--- src/rtl/jrfp_pkg.sv ---
// ----------------------------------------------------------------------------
// jrfp_pkg
// Shared constants and types for the joint report frame parser.
// ----------------------------------------------------------------------------
package jrfp_pkg;

    // frame byte store: 64 bytes, kept as 16 words of 4 byte lanes
    localparam int STORE_DEPTH = 64;
    localparam int STORE_WORDS = 16;
    localparam int LANES       = 4;

    // header pair and length adjust
    localparam logic [7:0] HDR_BYTE0  = 8'h55;
    localparam logic [7:0] HDR_BYTE1  = 8'hAA;
    localparam logic [8:0] LEN_ADJUST = 9'd6;

    // byte position of the length byte and of the first payload byte
    localparam logic [7:0] LEN_BYTE_POS   = 8'd4;
    localparam logic [7:0] FRAME_START_POS = 8'd2;

    // joint whose position is taken as a clamped gripper value
    localparam logic [2:0] GRIPPER_JOINT = 3'd6;

    // reset values
    localparam logic [7:0]  ID_RESET      = 8'd2;
    localparam logic [15:0] SPAN_RESET    = 16'd50000;
    localparam logic [8:0]  EXP_LEN_RESET = 9'd14;

    // configuration register indexes
    localparam int          CFG_IDX_W           = 2;
    localparam logic [1:0]  REG_REPORT_FRAME_ID = 2'd0;
    localparam logic [1:0]  REG_GRIPPER_SPAN    = 2'd1;
    localparam int          CFG_DATA_W          = 16;

    // result packing: index, current, position, count, zero fill
    localparam int OUT_DATA_W = 104;

    typedef logic [LANES-1:0][7:0] store_word_t;

endpackage

--- src/rtl/joint_report_frame_parser_unit.sv ---
// ----------------------------------------------------------------------------
// joint_report_frame_parser_unit
// Byte stream parser for joint report frames: stores frame bytes in a small
// lane-wise RAM and reads them back to emit one result per joint of a frame whose id matches.
// ----------------------------------------------------------------------------
// Throughput: one byte request per cycle while the sequencer is idle. A completing
//   frame holds the input through the id word read and check and, on a match,
//   through the current read, position read and result output of each joint,
//   longer if the result side stalls; this is set by the single frame store read port.
// First result: id word read, id check, current read, position read, then result load.
// Reset: aresetn synchronous, active low; store reads as zeros after reset.
module joint_report_frame_parser_unit #(
    parameter int MAX_FRAME_BYTES = 128,
    parameter int JOINT_COUNT     = 7
) (
    input  logic                               aclk,
    input  logic                               aresetn,
    // configuration write channel
    input  logic                               cfg_valid,
    output logic                               cfg_ready,
    input  logic [jrfp_pkg::CFG_IDX_W-1:0]     cfg_index,
    input  logic [jrfp_pkg::CFG_DATA_W-1:0]    cfg_data,
    // received bytes
    input  logic                               s_tvalid,
    output logic                               s_tready,
    input  logic [7:0]                         s_tdata,   // [7:0] rx_byte
    // joint results
    output logic                               m_tvalid,
    input  logic                               m_tready,
    // [2:0] joint_index, [34:3] joint_current, [66:35] joint_position,
    // [98:67] frames_counted, [103:99] zero
    output logic [jrfp_pkg::OUT_DATA_W-1:0]    m_tdata,
    output logic                               m_tlast    // last_joint
);

    localparam int PW = $clog2(MAX_FRAME_BYTES + 1);

    // sequencer states
    localparam logic [2:0] S_IDLE = 3'd0;
    localparam logic [2:0] S_RID  = 3'd1;
    localparam logic [2:0] S_CHK  = 3'd2;
    localparam logic [2:0] S_RCUR = 3'd3;
    localparam logic [2:0] S_RPOS = 3'd4;
    localparam logic [2:0] S_OUT  = 3'd5;

    logic [2:0]   state_reg, state_next;
    logic [7:0]   id_reg;
    logic [15:0]  span_reg;
    logic         in_frame_reg;
    logic [7:0]   prev_reg;
    logic [PW-1:0] pos_reg;
    logic [8:0]   exp_len_reg;
    logic [31:0]  count_reg;
    logic [2:0]   joint_reg;
    logic [31:0]  cur_reg;

    logic                         m_tvalid_reg;
    logic [jrfp_pkg::OUT_DATA_W-1:0] m_tdata_reg;
    logic                         m_tlast_reg;

    // frame store and its valid bits
    jrfp_pkg::store_word_t store_mem [jrfp_pkg::STORE_WORDS];
    logic [jrfp_pkg::STORE_WORDS-1:0][jrfp_pkg::LANES-1:0] vld_reg;
    jrfp_pkg::store_word_t        mem_q;
    logic [jrfp_pkg::LANES-1:0]   vld_q;

    logic         byte_req;
    logic         hdr_hit;
    logic         wr_en;
    logic [5:0]   wr_baddr;
    logic [3:0]   rd_addr;
    logic         rd_en;
    logic [PW-1:0] pos_inc;
    logic [8:0]   exp_eff;
    logic         frame_done;
    logic [31:0]  rd_word;
    logic [31:0]  pos_word;
    logic [31:0]  grip_val;
    logic         out_load;
    logic         last_j;

    assign cfg_ready = 1'b1;
    assign s_tready  = (state_reg == S_IDLE);
    assign byte_req  = s_tvalid && s_tready;

    // store write: byte p lives at byte address p-1; bytes 0 and 1 are never read
    assign wr_baddr = 6'(pos_reg - PW'(1));
    assign wr_en    = byte_req && (pos_reg < PW'(jrfp_pkg::STORE_DEPTH))
                      && (pos_reg != '0);

    assign hdr_hit = !in_frame_reg && (prev_reg == jrfp_pkg::HDR_BYTE0)
                     && (s_tdata == jrfp_pkg::HDR_BYTE1);

    // in-frame position and length tracking
    assign pos_inc = pos_reg + PW'(1);
    assign exp_eff = (pos_reg == PW'(jrfp_pkg::LEN_BYTE_POS))
                     ? ({1'b0, s_tdata} + jrfp_pkg::LEN_ADJUST) : exp_len_reg;
    assign frame_done = in_frame_reg && (9'(pos_inc) == exp_eff);

    // read address per sequencer state
    always_comb begin
        rd_addr = '0;
        rd_en   = 1'b0;
        unique case (state_reg)
            S_RID:  begin rd_addr = 4'd0; rd_en = 1'b1; end
            S_RCUR: begin rd_addr = 4'({joint_reg, 1'b0} + 4'd1); rd_en = 1'b1; end
            S_RPOS: begin rd_addr = 4'({joint_reg, 1'b0} + 4'd2); rd_en = 1'b1; end
            default: begin rd_addr = '0; rd_en = 1'b0; end
        endcase
    end

    // read word, big-endian over lanes, unwritten lanes read as zero
    assign rd_word = {vld_q[0] ? mem_q[0] : 8'd0, vld_q[1] ? mem_q[1] : 8'd0,
                      vld_q[2] ? mem_q[2] : 8'd0, vld_q[3] ? mem_q[3] : 8'd0};
    assign pos_word = rd_word;

    // gripper: span minus raw, clamped to 0..span
    always_comb begin
        if (pos_word[31]) begin
            grip_val = {16'd0, span_reg};
        end else if (pos_word > {16'd0, span_reg}) begin
            grip_val = '0;
        end else begin
            grip_val = {16'd0, span_reg - pos_word[15:0]};
        end
    end

    assign last_j   = (joint_reg == 3'(JOINT_COUNT - 1));
    assign out_load = (state_reg == S_OUT) && (!m_tvalid_reg || m_tready);

    // sequencer next state
    always_comb begin
        state_next = state_reg;
        unique case (state_reg)
            S_IDLE: if (byte_req && !hdr_hit && frame_done) state_next = S_RID;
            S_RID:  state_next = S_CHK;
            S_CHK:  state_next = (rd_word[23:16] == id_reg) ? S_RCUR : S_IDLE;
            S_RCUR: state_next = S_RPOS;
            S_RPOS: state_next = S_OUT;
            S_OUT:  if (out_load) state_next = last_j ? S_IDLE : S_RCUR;
            default: state_next = S_IDLE;
        endcase
    end

    // frame store RAM
    always_ff @(posedge aclk) begin
        if (wr_en) begin
            store_mem[wr_baddr[5:2]][wr_baddr[1:0]] <= s_tdata;
        end
        if (rd_en) begin
            mem_q <= store_mem[rd_addr];
            vld_q <= vld_reg[rd_addr];
        end
    end

    // control and parser state
    always_ff @(posedge aclk) begin
        if (!aresetn) begin
            state_reg    <= S_IDLE;
            id_reg       <= jrfp_pkg::ID_RESET;
            span_reg     <= jrfp_pkg::SPAN_RESET;
            in_frame_reg <= 1'b0;
            prev_reg     <= '0;
            pos_reg      <= '0;
            exp_len_reg  <= jrfp_pkg::EXP_LEN_RESET;
            count_reg    <= '0;
            joint_reg    <= '0;
            vld_reg      <= '0;
            m_tvalid_reg <= 1'b0;
        end else begin
            state_reg <= state_next;

            // configuration writes
            if (cfg_valid && cfg_ready) begin
                case (cfg_index)
                    jrfp_pkg::REG_REPORT_FRAME_ID: id_reg   <= cfg_data[7:0];
                    jrfp_pkg::REG_GRIPPER_SPAN:    span_reg <= cfg_data;
                    default: ;
                endcase
            end

            if (wr_en) begin
                vld_reg[wr_baddr[5:2]][wr_baddr[1:0]] <= 1'b1;
            end

            // byte parsing
            if (byte_req) begin
                if (hdr_hit) begin
                    in_frame_reg <= 1'b1;
                    pos_reg      <= PW'(jrfp_pkg::FRAME_START_POS);
                    prev_reg     <= '0;
                end else if (!in_frame_reg) begin
                    prev_reg <= s_tdata;
                end else begin
                    exp_len_reg <= exp_eff;
                    pos_reg     <= pos_inc;
                    if (frame_done || (pos_inc >= PW'(MAX_FRAME_BYTES))) begin
                        in_frame_reg <= 1'b0;
                    end
                end
            end

            // id check counts the frame; joint counter holds on the last joint
            if (state_reg == S_CHK && state_next == S_RCUR) begin
                count_reg <= count_reg + 32'd1;
                joint_reg <= '0;
            end else if (out_load && !last_j) begin
                joint_reg <= joint_reg + 3'd1;
            end

            // result register
            if (out_load) begin
                m_tvalid_reg <= 1'b1;
            end else if (m_tready) begin
                m_tvalid_reg <= 1'b0;
            end
        end
    end

    // result payload
    always_ff @(posedge aclk) begin
        if (state_reg == S_RPOS) begin
            cur_reg <= rd_word;
        end
        if (out_load) begin
            m_tdata_reg <= {5'd0, count_reg,
                            (joint_reg == jrfp_pkg::GRIPPER_JOINT) ? grip_val : pos_word,
                            cur_reg, joint_reg};
            m_tlast_reg <= last_j;
        end
    end

    assign m_tvalid = m_tvalid_reg;
    assign m_tdata  = m_tdata_reg;
    assign m_tlast  = m_tlast_reg;

    // joint counter stays inside the configured joint range
    a_joint_range: assert property (@(posedge aclk) disable iff (!aresetn)
        joint_reg <= 3'(JOINT_COUNT - 1))
        else $error("joint counter out of range");

    // an open frame never sits at or past the abort length
    a_frame_pos: assert property (@(posedge aclk) disable iff (!aresetn)
        in_frame_reg |-> (pos_reg < PW'(MAX_FRAME_BYTES)))
        else $error("open frame past abort length");

    // frame count moves only after an id check
    a_count_src: assert property (@(posedge aclk) disable iff (!aresetn)
        !$stable(count_reg) |-> $past(state_reg == S_CHK))
        else $error("frame count changed outside id check");

    // the final result of a frame returns the sequencer to idle
    a_last_idle: assert property (@(posedge aclk) disable iff (!aresetn)
        (out_load && last_j) |=> (state_reg == S_IDLE))
        else $error("sequencer did not finish after last joint");

endmodule
--- config.mk ---
export PLATFORM = sky130hd
export DESIGN_NAME = joint_report_frame_parser_unit
export DESIGN_NICKNAME = d
export VERILOG_FILES = /design/src/rtl/jrfp_pkg.sv /design/src/rtl/joint_report_frame_parser_unit.sv
export SDC_FILE = /design/constraint.sdc
export NUM_CORES = 1
export LEC_CHECK = 0
export ABC_AREA = 1
export BUFFER_PORTS_ARGS = -buffer_cell sky130_fd_sc_hd__buf_2
export CORE_UTILIZATION = 60
export DETAILED_ROUTE_END_ITERATION = 8
export PLACE_DENSITY = 0.78
export RECOVER_POWER = 25
export SLEW_MARGIN = 10
export SYNTH_ARGS = -nofsm -noshare
export SYNTH_HDL_FRONTEND = slang
export SYNTH_SLANG_ARGS = --single-unit
export TNS_END_PERCENT = 50
--- constraint.sdc ---
create_clock -name aclk -period 12.6 [get_ports aclk]
set_input_delay 1.26 -clock aclk [delete_from_list [all_inputs] [get_ports aclk]]
set_output_delay 1.26 -clock aclk [all_outputs]
set_load 0.05 [all_outputs]
==> impl_metrics.ini <==
[run_status]
status = finished with violations
failed_checks = capacitance limit, slew limit

[global_routing]
antenna_found_initial = 0
grt_use_total_pct = 28.1
grt_pass1_vias = 23300
grt_pass1_wl_um = 130000
gr-total-overflow = 0
grt_max_degree = 233

[detailed_routing]
wirelength_um = 83800
routed-via-count = 24500
via_per_inst = 5.70
wl_per_cell_um = 19.5
drtAntennaViolNets = 0
first_iter_violations = 2336
route.detailed.drc = 0
firstDrtPassIters = 6

[flow_run]
cap_violations = 8

[power]
cellPowerDensity_nw_per_um2 = 141
p_leak_nw = 15.6
ir_worst_vdd_mv = 0.114

[yosys]
yosysTopAreaCell = edfxtp_1
synth_cell_types = 48
synth_top_area_share_pct = 57.7
syn_inst = 3396
ys_seq_elements = 833
synth_warnings = 0
syn_area_um2 = 35400
synth.area.top_cells = edfxtp_1, nand2_1, dfxtp_1, inv_1, nand3_1
synth_ff_type = edfxtp_1
synth_area_per_cell_um2 = 10.4
synth_edf_count = 680
yosysSeqAreaShare_pct = 66.4
async_flop_share_pct = 0

[critical_path]
cp.arrival_ps = 5650
worst_path_largest_cell_delay_ps = 1970
startpoint_type = input port
critPathMaxFanout = 66
crit_chain = buf_2 -> clkbuf_1 -> inv_1 -> ha_1 -> inv_1 -> nand3_1 -> nand2_1 -> nand2_1 -> nand2_1 -> nand2_1 -> nand2_1 -> nand2_1 -> nor3_1 -> nand4_1 -> a21oi_1
crit_slowest_cell = clkbuf_1
crit_required_ps = 13140
critPathKind = in2reg
worstSetupEndpointType = register
crit_family = buffers and inverters
crit_top_cell = nand2_1
crit_buf_inv = 4

[clock_network]
cts_sinks = 833
post_cts_buffers = 0
worst_skew_pair.late_latency_ps = 630
cts_resized = 0
clkSlewWorstSetupHoldPaths_ps = 60
ctsHoldBuffers = 0
cts-root-buf = clkbuf_16
htreeDepth = 3
cts-buffers-inserted = 80
cts_tree = yes
cts.path.max_buffers = 3

[finish]
final_common_cell = nand2_1
multi_input_area_um2 = 10000
fillCellCount = 4259
final_nets = 3541
layout-drive-gt1-share_pct = 8.80
diodes = 0
ff_latch_area_um2 = 23500
final_cell_mix = nand2_1, edfxtp_1, inv_1, nor2_1, nand3_1
largest_reg_flops = 512
area_growth_pct = 10.7
final_core_util_pct = 67.6

[timing]
grt_setup_unrepaired = no
hold_viol = 0
max_freq_mhz = 196
fin_skew_ps = 17.9
maxSlewViolCount = 375
period_minus_slack_ps = 5110
max_slew_margin_pct = -95.5
worst_pin_slew_ps = 2930
fin_setup_tns_ps = 0
fin_crit_sh_pct = 40.5
setup_viol = 0

[die]
core-area_um2 = 57900
dieWidth_um = 245
die-area_um2 = 59900
io_pins = 139
initial_core_util_pct = 61.1
dieHeight_um = 245
std_cell_rows = 88

[place]
port_buffers = 132
gp_congestion = 0.918
place_hpwl_um = 51500

[min_path]
hold_class = reg2reg
==> cells in the mapped netlist (3+ instances only) <==
| cell type | number |
|---|---|
| nor4_1 | 12 |
| a31oi_1 | 70 |
| nor2_1 | 190 |
| inv_2 | 19 |
| a21oi_1 | 142 |
| buf_1 | 15 |
| o21ai_0 | 122 |
| dfxtp_1 | 153 |
| nand3_1 | 165 |
| nor3_1 | 28 |
| clkbuf_1 | 80 |
| o211ai_1 | 62 |
| a211oi_1 | 3 |
| a21boi_1 | 4 |
| edfxtp_1 | 680 |
| nand4_1 | 20 |
| inv_1 | 263 |
| xor2_1 | 28 |
| o21bai_1 | 8 |
| o211ai_2 | 10 |
| buf_6 | 7 |
| xnor2_1 | 16 |
| nand2_1 | 1083 |
| buf_4 | 14 |
| o21ai_1 | 46 |
| o21a_1 | 32 |
| ha_1 | 40 |
| and3_1 | 3 |
| buf_2 | 56 |
==> stage by stage <==
stage	instance area [um2]	power, mW	worst slack (ps)	hold WS (ps)	instances
after detailed placement	36400	3.13	7920	405	4152
after CTS	39200	5.56	7910	421	4301
after global routing	39100	5.67	7050	425	4301
final	39100	5.53	7490	419	4301
after floorplan	35400	3.08	5960	400	3400
after global placement	36400	3.13	8010	402	4152
==> power by group <==
group          total, mW  internal (mW)  switching (mW)
clock               2.46           1.45            1.01
sequential          2.97           2.97         0.00361
combinational      0.101         0.0219          0.0790
==> layout make-up <==
class	count	area share (%)
timing repair buffer	159	2.17
tap	765	2.45
clock buffer	114	6.00
inverter	283	2.74
clock inverter	35	0.959
sequential	833	60.0
multi-input combinational	2112	25.7
==> per-layer routing <==
metal / vias to the layer above / track usage, % / routed length [um] / share of wire [%]
met5: - / 0 / 0 / 0
met4: 0 / 11.6 / 3260 / 3.9
met3: 212 / 5.76 / 7350 / 8.8
met2: 1077 / 45.4 / 39800 / 47
met1: 11600 / 37.2 / 33500 / 40
li1: 11700 / - / - / -
==> cell families (layout without fill, tap and decap cells) <==
kind of cell | Yosys count | in the layout | synth area share [%]
compound gates | 508 | 508 | 8.53
xor+xnor | 44 | 44 | 1.09
fa+ha+maj | 41 | 41 | 1.47
buf+inv | 455 | 591 | 5.33
flops | 833 | 833 | 66.4
other cells | 2 | 6 | 0.0212
simple gates | 1513 | 1513 | 17.1
==> final timing paths <==
| kind | startpoint | endpoint | slack (ps) | cells past startpoint |
|---|---|---|---|---|
| hold / removal | cur_reg[10] | m_tdata[13] | 420 | 0 |
| hold reg to reg | cur_reg[10] | m_tdata[13] | 420 | 0 |
| setup reg to reg | state_reg[2] | vld_q[0] | 7880 | 12 |
| setup / recovery | s_tdata[2] | state_reg[0] | 7490 | 15 |
Note: power is estimated with default switching activity, not from simulation.
